[config.mk]
export PLATFORM = sky130hd
export DESIGN_NAME = gcode_comment_strip_tokenizer
export DESIGN_NICKNAME = d
export VERILOG_FILES = /design/src/hdl/gcsl_pkg.sv /design/src/hdl/gcode_comment_strip_tokenizer.sv /design/src/hdl/gcsl_lex.sv /design/src/hdl/gcsl_outq.sv
export SDC_FILE = /design/constraint.sdc
export NUM_CORES = 1
export LEC_CHECK = 0
export ABC_AREA = 1
export BUFFER_PORTS_ARGS = -buffer_cell sky130_fd_sc_hd__clkbuf_2
export CAP_MARGIN = 20
export CORE_MARGIN = 8
export CORE_UTILIZATION = 35
export CTS_CLUSTER_DIAMETER = 30
export DETAILED_ROUTE_END_ITERATION = 8
export PLACE_DENSITY_LB_ADDON = 0.25
export SETUP_SLACK_MARGIN = 0.15
export SYNTH_ARGS = -nofsm -noshare
export SYNTH_HDL_FRONTEND = slang
export SYNTH_SLANG_ARGS = --single-unit
[constraint.sdc]
create_clock -name clk -period 4.1 [get_ports clk]
set_input_delay 0.615 -clock clk [delete_from_list [all_inputs] [get_ports clk]]
set_output_delay 0.615 -clock clk [all_outputs]
set_load 0.05 [all_outputs]
[src/hdl/gcsl_pkg.sv]
// gcsl_pkg: shared types and constants for the G-code comment strip tokenizer.
// Used by gcsl_lex, gcsl_outq and gcode_comment_strip_tokenizer; no dependencies.
`default_nettype none

package gcsl_pkg;

    // default nesting limit for parenthesis comments
    localparam int NEST_MAX = 15;

    // byte codes
    localparam logic [7:0] CH_SPACE   = 8'h20;
    localparam logic [7:0] CH_TAB     = 8'h09;
    localparam logic [7:0] CH_CR      = 8'h0D;
    localparam logic [7:0] CH_LF      = 8'h0A;
    localparam logic [7:0] CH_PERCENT = 8'h25;
    localparam logic [7:0] CH_SEMI    = 8'h3B;
    localparam logic [7:0] CH_OPEN    = 8'h28;
    localparam logic [7:0] CH_CLOSE   = 8'h29;
    localparam logic [7:0] CH_UPPER_A = 8'h41;
    localparam logic [7:0] CH_UPPER_Z = 8'h5A;

    // paren_error codes
    localparam logic [1:0] PERR_NONE     = 2'd0;
    localparam logic [1:0] PERR_CLOSE    = 2'd1;
    localparam logic [1:0] PERR_UNCLOSED = 2'd2;

    typedef struct packed {
        logic [7:0] in_char;
        logic       in_last;
    } in_item_t;

    typedef struct packed {
        logic [7:0] out_char;
        logic       char_valid;
        logic       word_start;
        logic       line_end;
        logic       out_last;
        logic [1:0] paren_error;
    } out_item_t;

    function automatic out_item_t make_item(input logic [7:0] ch, input logic valid,
                                            input logic ws, input logic le,
                                            input logic [1:0] err);
        out_item_t r;
        r.out_char    = ch;
        r.char_valid  = valid;
        r.word_start  = ws;
        r.line_end    = le;
        r.out_last    = 1'b0;
        r.paren_error = err;
        return r;
    endfunction

endpackage

`default_nettype wire

[src/hdl/gcode_comment_strip_tokenizer.sv]
// gcode_comment_strip_tokenizer: byte-serial G-code cleaner, top level.
// Depends on gcsl_pkg, gcsl_lex and gcsl_outq.
//
// Usage:
//   Raw program bytes enter on the byte channel (byte_valid/byte_ready,
//   byte_data = in_char, in_last). Cleaned bytes leave on the tok channel
//   (tok_valid/tok_ready, tok_data). Each byte gives zero, one or two items;
//   the byte flagged in_last always gives at least one, the last carrying
//   out_last and the final parenthesis status.
//   Items are written into the result queue as their byte is accepted.
//   Throughput: one byte per cycle while byte_ready is high; output drains
//   one item per cycle while tok_ready is high. The four-entry result
//   queue sets this: byte_ready is high while at most two items are queued.
//   Receiver stall: items wait in the queue; once it holds three or more,
//   byte_ready drops until the receiver takes items.
//   Reset: lexer state returns to start of program (depth 0, line start),
//   queue empties. State also returns to this after each in_last byte.
`default_nettype none

module gcode_comment_strip_tokenizer #(
    parameter int MAX_NEST = gcsl_pkg::NEST_MAX
) (
    input  wire logic                 clk,
    input  wire logic                 rst_n,
    input  wire logic                 byte_valid,
    output logic                      byte_ready,
    input  wire gcsl_pkg::in_item_t   byte_data,
    output logic                      tok_valid,
    input  wire logic                 tok_ready,
    output gcsl_pkg::out_item_t       tok_data
);

    logic                take;
    logic [1:0]          res_cnt;
    logic [1:0]          push_cnt;
    gcsl_pkg::out_item_t res0, res1;
    logic                room;

    assign byte_ready = room;
    assign take       = byte_valid && room;
    assign push_cnt   = take ? res_cnt : 2'd0;

    gcsl_lex #(
        .MAX_NEST (MAX_NEST)
    ) u_lex (
        .clk     (clk),
        .rst_n   (rst_n),
        .take    (take),
        .item    (byte_data),
        .res0    (res0),
        .res1    (res1),
        .res_cnt (res_cnt)
    );

    gcsl_outq u_outq (
        .clk       (clk),
        .rst_n     (rst_n),
        .push_cnt  (push_cnt),
        .push0     (res0),
        .push1     (res1),
        .room      (room),
        .tok_valid (tok_valid),
        .tok_ready (tok_ready),
        .tok_data  (tok_data)
    );

endmodule

`default_nettype wire

[src/hdl/gcsl_lex.sv]
// gcsl_lex: lexer state registers and the per-byte next-state / result logic.
// Depends on gcsl_pkg. Produces up to two result items per accepted byte.
`default_nettype none

module gcsl_lex #(
    parameter int MAX_NEST = gcsl_pkg::NEST_MAX
) (
    input  wire logic                clk,
    input  wire logic                rst_n,
    input  wire logic                take,
    input  wire gcsl_pkg::in_item_t  item,
    output gcsl_pkg::out_item_t      res0,
    output gcsl_pkg::out_item_t      res1,
    output logic [1:0]               res_cnt
);

    localparam int DW = $clog2(MAX_NEST + 1);
    localparam logic [DW-1:0] NEST_TOP = DW'(MAX_NEST);

    logic [DW-1:0] depth_reg, depth_next;
    logic          lcom_reg, lcom_next;
    logic          pct_reg, pct_next;
    logic          nlrun_reg, nlrun_next;
    logic          lstart_reg, lstart_next;

    gcsl_pkg::out_item_t slot [2];
    logic [1:0]          n;
    logic [7:0]          c;
    logic                upper;

    always_comb
    begin
        c           = item.in_char;
        upper       = (c >= gcsl_pkg::CH_UPPER_A) && (c <= gcsl_pkg::CH_UPPER_Z);
        depth_next  = depth_reg;
        lcom_next   = lcom_reg;
        pct_next    = pct_reg;
        nlrun_next  = nlrun_reg;
        lstart_next = lstart_reg;
        n           = 2'd0;
        slot[0]     = gcsl_pkg::make_item(8'h00, 1'b0, 1'b0, 1'b0, gcsl_pkg::PERR_NONE);
        slot[1]     = slot[0];

        if (c == gcsl_pkg::CH_OPEN) begin
            if (depth_reg < NEST_TOP)
                depth_next = depth_reg + 1'b1;
        end else if (c == gcsl_pkg::CH_CLOSE) begin
            if (depth_reg != '0) begin
                depth_next = depth_reg - 1'b1;
            end else begin
                if (pct_next) begin
                    pct_next    = 1'b0;
                    slot[n[0]]  = gcsl_pkg::make_item(gcsl_pkg::CH_PERCENT, 1'b1,
                                      lstart_next, 1'b0, gcsl_pkg::PERR_NONE);
                    n           = n + 2'd1;
                    lstart_next = 1'b0;
                end
                slot[n[0]]  = gcsl_pkg::make_item(c, 1'b1, lstart_next, 1'b0,
                                                  gcsl_pkg::PERR_CLOSE);
                n           = n + 2'd1;
                lstart_next = 1'b0;
                nlrun_next  = 1'b0;
            end
        end else if (depth_reg != '0) begin
            // inside a parenthesis comment
        end else if (lcom_reg && (c != gcsl_pkg::CH_LF)) begin
            // inside a semicolon comment
        end else if (c == gcsl_pkg::CH_SEMI) begin
            lcom_next = 1'b1;
        end else if ((c == gcsl_pkg::CH_SPACE) || (c == gcsl_pkg::CH_TAB) ||
                     (c == gcsl_pkg::CH_CR)) begin
            // white space dropped
        end else if (c == gcsl_pkg::CH_LF) begin
            lcom_next = 1'b0;
            if (pct_reg) begin
                // percent followed by newline: both vanish
                pct_next   = 1'b0;
                nlrun_next = 1'b1;
            end else if (!nlrun_reg) begin
                slot[0]     = gcsl_pkg::make_item(c, 1'b1, 1'b0, 1'b1, gcsl_pkg::PERR_NONE);
                n           = 2'd1;
                nlrun_next  = 1'b1;
                lstart_next = 1'b1;
            end
        end else begin
            if (pct_reg) begin
                slot[0]     = gcsl_pkg::make_item(gcsl_pkg::CH_PERCENT, 1'b1,
                                  lstart_reg, 1'b0, gcsl_pkg::PERR_NONE);
                n           = 2'd1;
                lstart_next = 1'b0;
                nlrun_next  = 1'b0;
                pct_next    = 1'b0;
            end
            if (c == gcsl_pkg::CH_PERCENT) begin
                pct_next   = 1'b1;
                nlrun_next = 1'b0;
            end else begin
                slot[n[0]]  = gcsl_pkg::make_item(c, 1'b1, lstart_next | upper, 1'b0,
                                                  gcsl_pkg::PERR_NONE);
                n           = n + 2'd1;
                lstart_next = 1'b0;
                nlrun_next  = 1'b0;
            end
        end

        if (item.in_last) begin
            if (pct_next) begin
                slot[n[0]] = gcsl_pkg::make_item(gcsl_pkg::CH_PERCENT, 1'b1,
                                 lstart_next, 1'b0, gcsl_pkg::PERR_NONE);
                n          = n + 2'd1;
            end
            if (n == 2'd0) begin
                // empty end marker
                n = 2'd1;
            end
            slot[n[0] ^ 1'b1].out_last = 1'b1;
            if (depth_next != '0)
                slot[n[0] ^ 1'b1].paren_error = gcsl_pkg::PERR_UNCLOSED;
            depth_next  = '0;
            lcom_next   = 1'b0;
            pct_next    = 1'b0;
            nlrun_next  = 1'b0;
            lstart_next = 1'b1;
        end
    end

    always_ff @(posedge clk or negedge rst_n)
    begin
        if (!rst_n) begin
            depth_reg  <= '0;
            lcom_reg   <= 1'b0;
            pct_reg    <= 1'b0;
            nlrun_reg  <= 1'b0;
            lstart_reg <= 1'b1;
        end else if (take) begin
            depth_reg  <= depth_next;
            lcom_reg   <= lcom_next;
            pct_reg    <= pct_next;
            nlrun_reg  <= nlrun_next;
            lstart_reg <= lstart_next;
        end
    end

    assign res0    = slot[0];
    assign res1    = slot[1];
    assign res_cnt = n;

endmodule

`default_nettype wire

[src/hdl/gcsl_outq.sv]
// gcsl_outq: four-entry result queue, takes up to two items per cycle, hands out one.
// Depends on gcsl_pkg.
`default_nettype none

module gcsl_outq (
    input  wire logic                 clk,
    input  wire logic                 rst_n,
    input  wire logic [1:0]           push_cnt,
    input  wire gcsl_pkg::out_item_t  push0,
    input  wire gcsl_pkg::out_item_t  push1,
    output logic                      room,
    output logic                      tok_valid,
    input  wire logic                 tok_ready,
    output gcsl_pkg::out_item_t       tok_data
);

    gcsl_pkg::out_item_t mem [4];
    logic [1:0] wr_reg, rd_reg;
    logic [2:0] cnt_reg, cnt_next;
    logic       pop;

    assign pop       = tok_valid && tok_ready;
    assign tok_valid = (cnt_reg != 3'd0);
    assign tok_data  = mem[rd_reg];
    // room for a worst-case two-item push regardless of this cycle's pop
    assign room      = (cnt_reg <= 3'd2);
    assign cnt_next  = cnt_reg + {1'b0, push_cnt} - {2'b00, pop};

    always_ff @(posedge clk)
    begin
        if (push_cnt != 2'd0)
            mem[wr_reg] <= push0;
        if (push_cnt == 2'd2)
            mem[wr_reg + 2'd1] <= push1;
    end

    always_ff @(posedge clk or negedge rst_n)
    begin
        if (!rst_n) begin
            wr_reg  <= 2'd0;
            rd_reg  <= 2'd0;
            cnt_reg <= 3'd0;
        end else begin
            wr_reg  <= wr_reg + push_cnt;
            rd_reg  <= rd_reg + {1'b0, pop};
            cnt_reg <= cnt_next;
        end
    end

endmodule

`default_nettype wire
Yosys cells after proc, flatten, opt, wreduce, memory -nomap -nowiden. Memories as Yosys holds them, arrays and structs flattened. Cells that the tools add are included.

Word-level logic and storage cells: 202. RAM bits: 56. Input bits: 13. Output and inout bits: 16. Memories kept: 1. Register bits: 15.

Reduce and logical (&&, ||, !) cells: 18. $lt $le $gt $ge: 12. Muxes and demuxes: 129. $add $sub $neg: 10. Bitwise operators: 6. Eq/ne operators: 18.

Memory list: u_outq.mem (words 4, bits a word 14, rd ports 1, clocked after memory_dff 0, write ports 2, line gcsl_outq.sv:17) `gcsl_pkg::out_item_t mem [4];`.

Operators with widths (number): $mux W28 (12); $mux W14 (17); $bwmux W28 (5); $demux W14 S1 (5); $mux W1 (56); $mux W2 (27); $eq A8 B6 Y1 const B (5); $eq A8 B4 Y1 const B (3); $mux W4 (5); $mux W12 (1); $ne A3 B2 Y1 const B (4); $add A2 B1 Y2 const B (4); $ge A2 B2 Y1 const B (4); $ge A8 B7 Y1 const B (1); $le A8 B7 Y1 const B (1); $logic_and A1 B1 Y1 (8); $lt A2 B1 Y1 const B (4); $ne A2 B2 Y1 const B (4); $ne A8 B4 Y1 const B (1); $not A1 Y2 (4); $reduce_bool A4 Y1 (2); $reduce_and A7 Y1 (1); $reduce_and A6 Y1 (1); $reduce_bool A3 Y1 (2); 15 further kinds (16).

Longest topological paths before layout. Gate-level depths: netlist of run 1.

Depth in word-level cells: 34. Mapped depth: 25. Mapped depth without buffers: 23.

Cells and area by module. Synthesis of run 1 repeated with hierarchy kept, for this count alone.

Cells, all modules: 586. Area total of the unflattened synthesis: 4737.0 um^2.

Modules (own cells, without submodules): gcsl_outq (instances 1, cells each 346, seq. area each 1856.8 um^2, area an instance 3269.4 um^2); gcsl_lex (instances 1, cells each 234, seq. area each 201.4 um^2, area an instance 1445.1 um^2); gcode_comment_strip_tokenizer (instances 1, cells each 6, seq. area each 0.0 um^2, area an instance 22.5 um^2).

Least setup slack after synthesis of run 1. No wires, ideal clock.

Path type: input to register. Start: input byte_data[7] (netlist name). End: register u_outq.cnt_reg[2]. Cell stages on the path: 25. Arrival time: 3.604 ns. Required time: 3.977 ns. Path slack: 0.373 ns. Path buffers: 2. Cells stage by stage: inv_2 > nand2_1 > nor2_4 > nand2_1 > nor3_1 > inv_1 > ha_1 > nor2_1 > nor2_1 > nand2_1 > nand2_2 > nand2_4 > ha_1 > inv_1 > nor2_1 > nand3_1 > nand2_2 > nand2_2 > nand2_4 > buf_6 > buf_8 > inv_1 > ha_1 > fa_1 > xnor2_1.

Word-level cells in the longest chain between the ends: 19. Elaborated cells on any way between the ends: 38. Those cells by class: 3 x add/sub; 9 x eq/ne; 22 x mux; 4 x reduce/logical.

Ends and longest elaborated chain: start, declared (line gcode_comment_strip_tokenizer.sv:27) `input wire gcsl_pkg::in_item_t byte_data,`; $eq A8 B6 Y1 (tied with other cells) (line gcsl_lex.sv:94) `if (c == gcsl_pkg::CH_PERCENT) begin`; $mux W2 / $logic_or A1 B1 Y1 (equally long branches) (line gcsl_lex.sv:94, gcsl_lex.sv:70); $mux W2 / $logic_or A1 B1 Y1 (equally long branches) (line gcsl_lex.sv:73, gcsl_lex.sv:70); $mux W2 (line gcsl_lex.sv:70) `end else if ((c == gcsl_pkg::CH_SPACE) || (c == gcsl_pkg::CH_TAB) ||`; $mux W2 (line gcsl_lex.sv:68) `end else if (c == gcsl_pkg::CH_SEMI) begin`; $mux W2 (line gcsl_lex.sv:66) `end else if (lcom_reg && (c != gcsl_pkg::CH_LF)) begin`; $mux W2 (line gcsl_lex.sv:64) `end else if (depth_reg != '0) begin`; $mux W2 (line gcsl_lex.sv:47) `end else if (c == gcsl_pkg::CH_CLOSE) begin`; [... 4 more ...]; $logic_not A2 Y1 (line gcsl_lex.sv:112) `if (n == 2'd0) begin`; $mux W2 (line gcsl_lex.sv:112); $mux W2 (line gcsl_lex.sv:106) `if (item.in_last) begin`; $mux W2 (*) (line gcsl_lex.sv:106); $mux W2 (*) (line gcode_comment_strip_tokenizer.sv:41) `assign push_cnt = take ? res_cnt : 2'd0;`; $add A3 B2 Y3 (*) (line gcsl_outq.sv:27) `assign cnt_next = cnt_reg + {1'b0, push_cnt} - {2'b00, pop};`; $sub A3 B1 Y3 (*) (line gcsl_outq.sv:27); via u_outq.cnt_next[2] (line gcsl_outq.sv:19) `logic [2:0] cnt_reg, cnt_next;`; end signal, assigned (line gcsl_outq.sv:46) `cnt_reg <= cnt_next;`; end, declared (line gcsl_outq.sv:19).

The timed path passes the listed nets; every way through them passes the cells marked *. The select of a mux whose other input is x is not followed. A chain may end at the register's enable or synchronous reset.

Worst setup path after layout of run 1.
Start: input byte_data[8] (netlist name). End: register u_outq.cnt_reg[2].

Same word-level chain as after synthesis.

==> results.md, run 1 <==
* Status: finished clean
* # IOs at 29
* R2R Setup Slk at 0.60 ns
* I/O Buffers at 28
* Clk buf depth at 2
* Die Y at 132 µm
* Crit-path cells: clkbuf_2 > inv_2 > nand2_1 > nor2_4 > nand2_1 > nor3_1 > inv_1 > ha_1 > nor2_1 > nor2_1 > nand2_1 > nand2_2 > nand2_4 > ha_1 > inv_1 > nor2_1 > nand3_1 > nand2_2 > nand2_2 > nand2_4 > inv_1 > ha_1 > fa_1 > xnor2_1
* Final hold slack at around 0.19 ns
* Relative slew slack at 0.259
* Detail-routed via count per cell at between 5 and 6
* Final cycle utilization of the critical path at 0.884
* CTS buffer count at 9
* Post-Route WL at roughly 13000 µm
* Die width at between 100 and 150 µm
* Reg2reg end: u_outq.cnt_reg[2]
* GRT overflow at 0
* CTS resizes at 0
* CP endpoint kind: register
* Sequential share of the synthesized area at 0.438
* Startpoint Class: input pin
* CTS tree: done
* Gr usage total at 0.154
* WS Path Type: input pin to register
* Row count at 42
* Reg2reg start: u_lex.depth_reg[0]
* Final core occ at 0.404
* Initial antenna violation count at 0
* Setup TNS at 0 ns
* Final min period at about 3.6 ns
* Final net count at 639
* N_diodes at 0
* Seq cells post-synth at between 70 and 80
* Crit Path Max Fanout at 16
* Mapped cell area at 4690 µm²
* Fraction of layout cells with a size suffix above 1 at 0.155
* FF-to-FF path depth at 20
* Fillers at around 1300
* RSZ-0062 raised after global routing: false
* Drt drc at 0
* Slew of the pin with the lowest slew margin at between 1 and 1.5 ns
* Layout area overhead at 13.5%
* Worst min-delay path class: input pin to async pin
* Max incr delay on CP at approximately 0.37 ns
* CTS Root Cell: clkbuf_16
* Final Skew at between 0.003 and 0.004 ns
* Hold Violations, Final at 0
* Fmax at approximately 0.28 GHz
* CTS clk-pin slew, worst paths at roughly 0.060 ns
* Post-DRT Antenna Nets at 0
* Largest net degree at the start of global routing at between 40 and 50
* Max-cap viol count at 0
* Yosys warns at 0
* Syn_nets at around 600
* H-tree levels at 3
* Post-CTS Setup Inserts at 0
* DP Wirelength at between 9000 and 10000 µm
* CTS sink cnt at a little over 70
* DRT Pass-1 Iters at 5
* Distinct cells, synth at 39
* Max Slew Vio Count at 0
* First-pass GRT wire length at between 20000 and 25000 µm
* Max reg flops at 56
* Routability cong. at between 0.8 and 0.9
* Slowest cell on the critical path: fa_1
* Synth Instances at 586
* Wire per inst at roughly 17 µm
* Syn avg cell area at 8.01 µm²
* Post-CTS Hold Buffers at 0
* Count of final setup violators at 0
* Critical path data required time at 4.36 ns
* Worst-Skew Late Latency at between 0.3 and 0.4 ns
* Vias in the first global route at 4197
* Starting Density at 0.356
* Crit path arrival time at 3.89 ns
* Die area at 17400 µm²
* Core area at about 13000 µm²
* Iter 0 DRT Violations at ~310
* Vias at about 4200
-- worst max-delay path: cells and delay by family --
kind / cells / cell delay (ns)
xor+xnor: 1 / 0.18
fa+ha+maj: 4 / 1.17
buf+inv: 5 / 0.39
simple gates: 14 / 1.52
-- routing by layer --
| layer | GRT usage | wire length, µm | part of all wire |
|---|---|---|---|
| met3 | 0.0347 | 799 | 0.061 |
| met2 | 0.253 | 6290 | 0.48 |
| met5 | 0 | 0 | 0 |
| met4 | 0.0645 | 284 | 0.022 |
| met1 | 0.190 | 5790 | 0.44 |
-- worst max-delay path by stage --
stage | from | end | slack [ns] | cells after the start
global placement | byte_data[5] | u_outq.cnt_reg[2] | 0.23 | 24
global route | byte_data[5] | u_outq.cnt_reg[2] | 0.18 | 24
CTS | byte_data[5] | u_outq.cnt_reg[2] | 0.50 | 24
detailed placement | byte_data[5] | u_outq.cnt_reg[2] | 0.13 | 24
finish | byte_data[8] | u_outq.cnt_reg[2] | 0.47 | 24
floorplan | byte_data[7] | u_outq.cnt_reg[2] | 0.37 | 25
-- cells by family after synthesis --
logic type,synth area share
and+or+nand+nor,0.324
xor gates and xnor gates,0.0187
buffers and inverters,0.0797
AOI/OAI and AO/OA,0.106
adders and majority gates,0.0336
DFF,0.438
-- final cells by class --
| cell class | instances | area, µm² | share of cell area |
|---|---|---|---|
| multi-input combinational | 435 | 2270 | 0.426 |
| tap | 176 | 220 | 0.0413 |
| sequential | 71 | 2060 | 0.386 |
| inverter | 52 | 195 | 0.0366 |
| timing repair buffer | 45 | 297 | 0.0556 |
| clock inverter | 7 | 63.8 | 0.0120 |
| clock buffer | 9 | 225 | 0.0423 |
-- layout by cell type (no fill, tap or decap), types with 3 or more instances in the layout --
cell type	n
o21ai_0	43
o211ai_1	5
xor2_1	8
nor2_1	61
clkbuf_2	28
clkbuf_16	9
clkinv_2	3
inv_2	12
nor2_4	3
nand2_1	153
nor3_1	8
nand3_1	24
nand3_2	3
a21oi_1	11
inv_1	39
ha_1	11
nand4_1	55
edfxtp_1	56
o22ai_1	21
dfrtp_1	14
nor2_2	4
buf_4	14
nand2_2	7
-- synthesized netlist by cell type (all sizes together) --
| master | instances | area share |
|---|---|---|
| and2 | 1 | 0.0013 |
| nand4 | 55 | 0.073 |
| ha | 11 | 0.029 |
| nand3b | 2 | 0.0032 |
| fa | 1 | 0.0043 |
| nor3 | 8 | 0.0085 |
| a21oi | 13 | 0.015 |
| dfstp | 1 | 0.0056 |
| xnor2 | 2 | 0.0037 |
| edfxtp | 56 | 0.36 |
| dfrtp | 14 | 0.075 |
| o21ai | 44 | 0.047 |
| nand3 | 29 | 0.039 |
| inv | 51 | 0.041 |
| clkbuf | 11 | 0.0088 |
| o21bai | 1 | 0.0016 |
| a22oi | 1 | 0.0016 |
| nor2 | 68 | 0.061 |
| nand2 | 162 | 0.14 |
| a21boi | 1 | 0.0016 |
| o22ai | 21 | 0.028 |
| clkinv | 1 | 0.00080 |
| xor2 | 8 | 0.015 |
| a211oi | 1 | 0.0016 |
| buf | 17 | 0.029 |
| o211ai | 5 | 0.0080 |
| a31oi | 1 | 0.0013 |
-- per-stage QoR --
| step | cells | cell area (µm²) | setup WS, ns |
|---|---|---|---|
| 2_1_floorplan | 586 | 4690 | 0.373 |
| 3_3_place_gp | 778 | 5030 | 0.229 |
| 3_5_place_dp | 779 | 5040 | 0.134 |
| 4_1_cts | 795 | 5330 | 0.496 |
| 5_1_grt | 795 | 5330 | 0.179 |
| 6_report | 795 | 5330 | 0.474 |
Power of run 1 is left out: the tool's default activity adds up to more than one toggle a clock period on the data nets, which glitch-free logic cannot reach.
==> run 2: changes to the inputs <==
--- a/config.mk
+++ b/config.mk
@@ -12,6 +12,7 @@
 export CORE_UTILIZATION = 35
 export CTS_CLUSTER_DIAMETER = 30
 export DETAILED_ROUTE_END_ITERATION = 8
+export HOLD_SLACK_MARGIN = 0.1
 export PLACE_DENSITY_LB_ADDON = 0.25
 export SETUP_SLACK_MARGIN = 0.15
 export SYNTH_ARGS = -nofsm -noshare
==> constraint.sdc (replaced) <==
create_clock -name clk -period 4.6 [get_ports clk]
set_input_delay 0.69 -clock clk [delete_from_list [all_inputs] [get_ports clk]]
set_output_delay 0.69 -clock clk [all_outputs]
set_load 0.05 [all_outputs]
==> run 2 against run 1 <==
Clock skew grew 0.0019 ns. Global-route usage is 0.051 points lower. Setup slack improved by 0.23 ns. First-iteration DRC count is 2.9% lower. Critical path type unchanged. Wire length decreased by 3.1%. Flip-flop and latch count did not move. Count of clock-buffer cells in the layout up 1. Worst hold slack gained 0.078 ns. Core utilization decreased by 0.55 points. Cell count shrank 1.0%. Sequential share of layout area is 0.53 points higher. Register-to-register slack improved by 0.37 ns. Critical endpoint is now u_outq.mem[1][3].
==> results.md, run 2 (synthesized netlist as in run 1, its figures left out) <==
* Status: finished clean
* Fmax at roughly 0.26 GHz
* Post-CTS Setup Inserts at 0
* Detail-routed via count per cell at about 5.3
* Final cycle utilization of the critical path at 0.848
* CTS buffer count at 9
* Crit path arrival time at around 3.9 ns
* N_diodes at 0
* CTS tree: done
* Row count at 42
* Routability cong. at 0.893
* Gr usage total at 0.153
* Iter 0 DRT Violations at roughly 310
* Post-CTS Hold Buffers at 0
* Max reg flops at 56
* Fraction of layout cells with a size suffix above 1 at 0.142
* Largest net degree at the start of global routing at 32
* R2R Setup Slk at between 0.9 and 1 ns
* Setup TNS at 0 ns
* Reg2reg end: u_outq.mem[1][3]
* Relative slew slack at 0.298
* FF-to-FF path depth at 16
* Final Skew at between 0.005 and 0.006 ns
* Grt met1 use at 0.210
* Max Slew Vio Count at 0
* Critical path data required time at about 4.6 ns
* Initial antenna violation count at 0
* WS Path Type: input pin to register
* Worst min-delay path class: input pin to async pin
* Met3 usage at 0.0347
* Hold Violations, Final at 0
* CTS sink cnt at 71
* DRT Pass-1 Iters at 5
* # IOs at 29
* Most frequent cells in the layout: nand2_1 (153), nor2_1 (61), edfxtp_1 (56), nand4_1 (55), o21ai_0 (43)
* Starting Density at 0.356
* CTS resizes at 0
* Vias in the first global route at around 4000
* Startpoint Class: input pin
* First-pass GRT wire length at ~21000 µm
* Vias at between 4000 and 5000
* Reg2reg start: u_lex.depth_reg[0]
* Top Usage Layer GRT: met2
* Post-DRT Antenna Nets at 0
* DP Wirelength at around 10000 µm
* Final min period at around 3.9 ns
* CTS clk-pin slew, worst paths at approximately 0.06 ns
* GR Util met2 at 0.231
* Fillers at 1360
* Die width at 132 µm
* Drt drc at 0
* Clk buf depth at 2
* Post-Route WL at between 10000 and 15000 µm
* Die area at around 17000 µm²
* Crit Path Max Fanout at 25
* Layout area overhead at 12.0%
* Count of final setup violators at 0
* CP endpoint kind: register
* Die Y at roughly 130 µm
* H-tree levels at 3
* GRT overflow at 0
* I/O Buffers at 28
* Wire per inst at 16.2 µm
* Core area at ~13000 µm²
* Max-cap viol count at 0
* Final net count at 633
* CTS Root Cell: clkbuf_16
* Most common cell after layout, fill and taps aside: nand2_1
* RSZ-0062 raised after global routing: false
* Slew of the pin with the lowest slew margin at ~1.0 ns
* Worst-Skew Late Latency at about 0.34 ns
-- run 2: cell count changes in the layout (fill, tap and decap cells not counted) --
cell	before	now
buf_6	1	0
buf_12	2	1
buf_4	14	10
clkbuf_1	0	1
clkinv_2	3	0
-- run 2: area by class of cell --
cell class / instances / area [µm²] / area share
Timing Repair Buffer: 39 / 235 / 0.0448
Clock inverter: 4 / 48.8 / 0.00928
Sequential cell: 71 / 2060 / 0.392
Inverter: 52 / 195 / 0.0371
Multi-Input combinational cell: 435 / 2270 / 0.432
Tap cell: 176 / 220 / 0.0419
Clock buffer: 10 / 229 / 0.0436
-- run 2: how the worst max path moves through the flow --
stage | cells past startpoint | from | slack [ns] | endpoint
floorplan | 25 | byte_data[7] | 0.80 | u_outq.cnt_reg[2]
global placement | 20 | byte_data[7] | 0.53 | u_outq.mem[1][3]
detailed placement | 20 | byte_data[8] | 0.38 | u_outq.mem[1][3]
CTS | 20 | byte_data[8] | 0.73 | u_outq.mem[1][3]
global route | 20 | byte_data[8] | 0.41 | u_outq.mem[1][3]
finish | 20 | byte_data[8] | 0.70 | u_outq.mem[1][3]
-- run 2: stage by stage --
stage	hold slack [ns]	cells	utilization	cell area [µm²]	worst slack, ns
after floorplan	0.394	586	-	4690	0.798
after global placement	0.517	773	0.377	4980	0.534
after detailed placement	0.519	773	0.377	4980	0.376
after CTS	0.265	787	0.399	5260	0.732
after global routing	0.298	787	0.399	5260	0.412
final	0.269	787	0.399	5260	0.699
-- run 2: critical path, stage by stage --
cell	delay, ns
clkbuf_2	0.10
inv_2	0.06
nand2_1	0.13
nor2_4	0.21
nand2_1	0.08
nor3_1	0.24
inv_1	0.10
ha_1	0.28
nor2_1	0.04
nor2_1	0.08
nand2_1	0.07
nand2_2	0.11
nand2_4	0.07
ha_1	0.30
nand4_1	0.16
a21oi_4	0.26
buf_4	0.30
nand3_2	0.25
nand2_1	0.15
buf_4	0.24
-- run 2: routing by layer --
layer / wire length [µm] / vias to the layer above
met5: 0 / -
met4: 229 / 0
met3: 590 / 15
met2: 5710 / 103
met1: 6230 / 1981
li1: - / 2070
Power of run 2 is left out for the same reason.
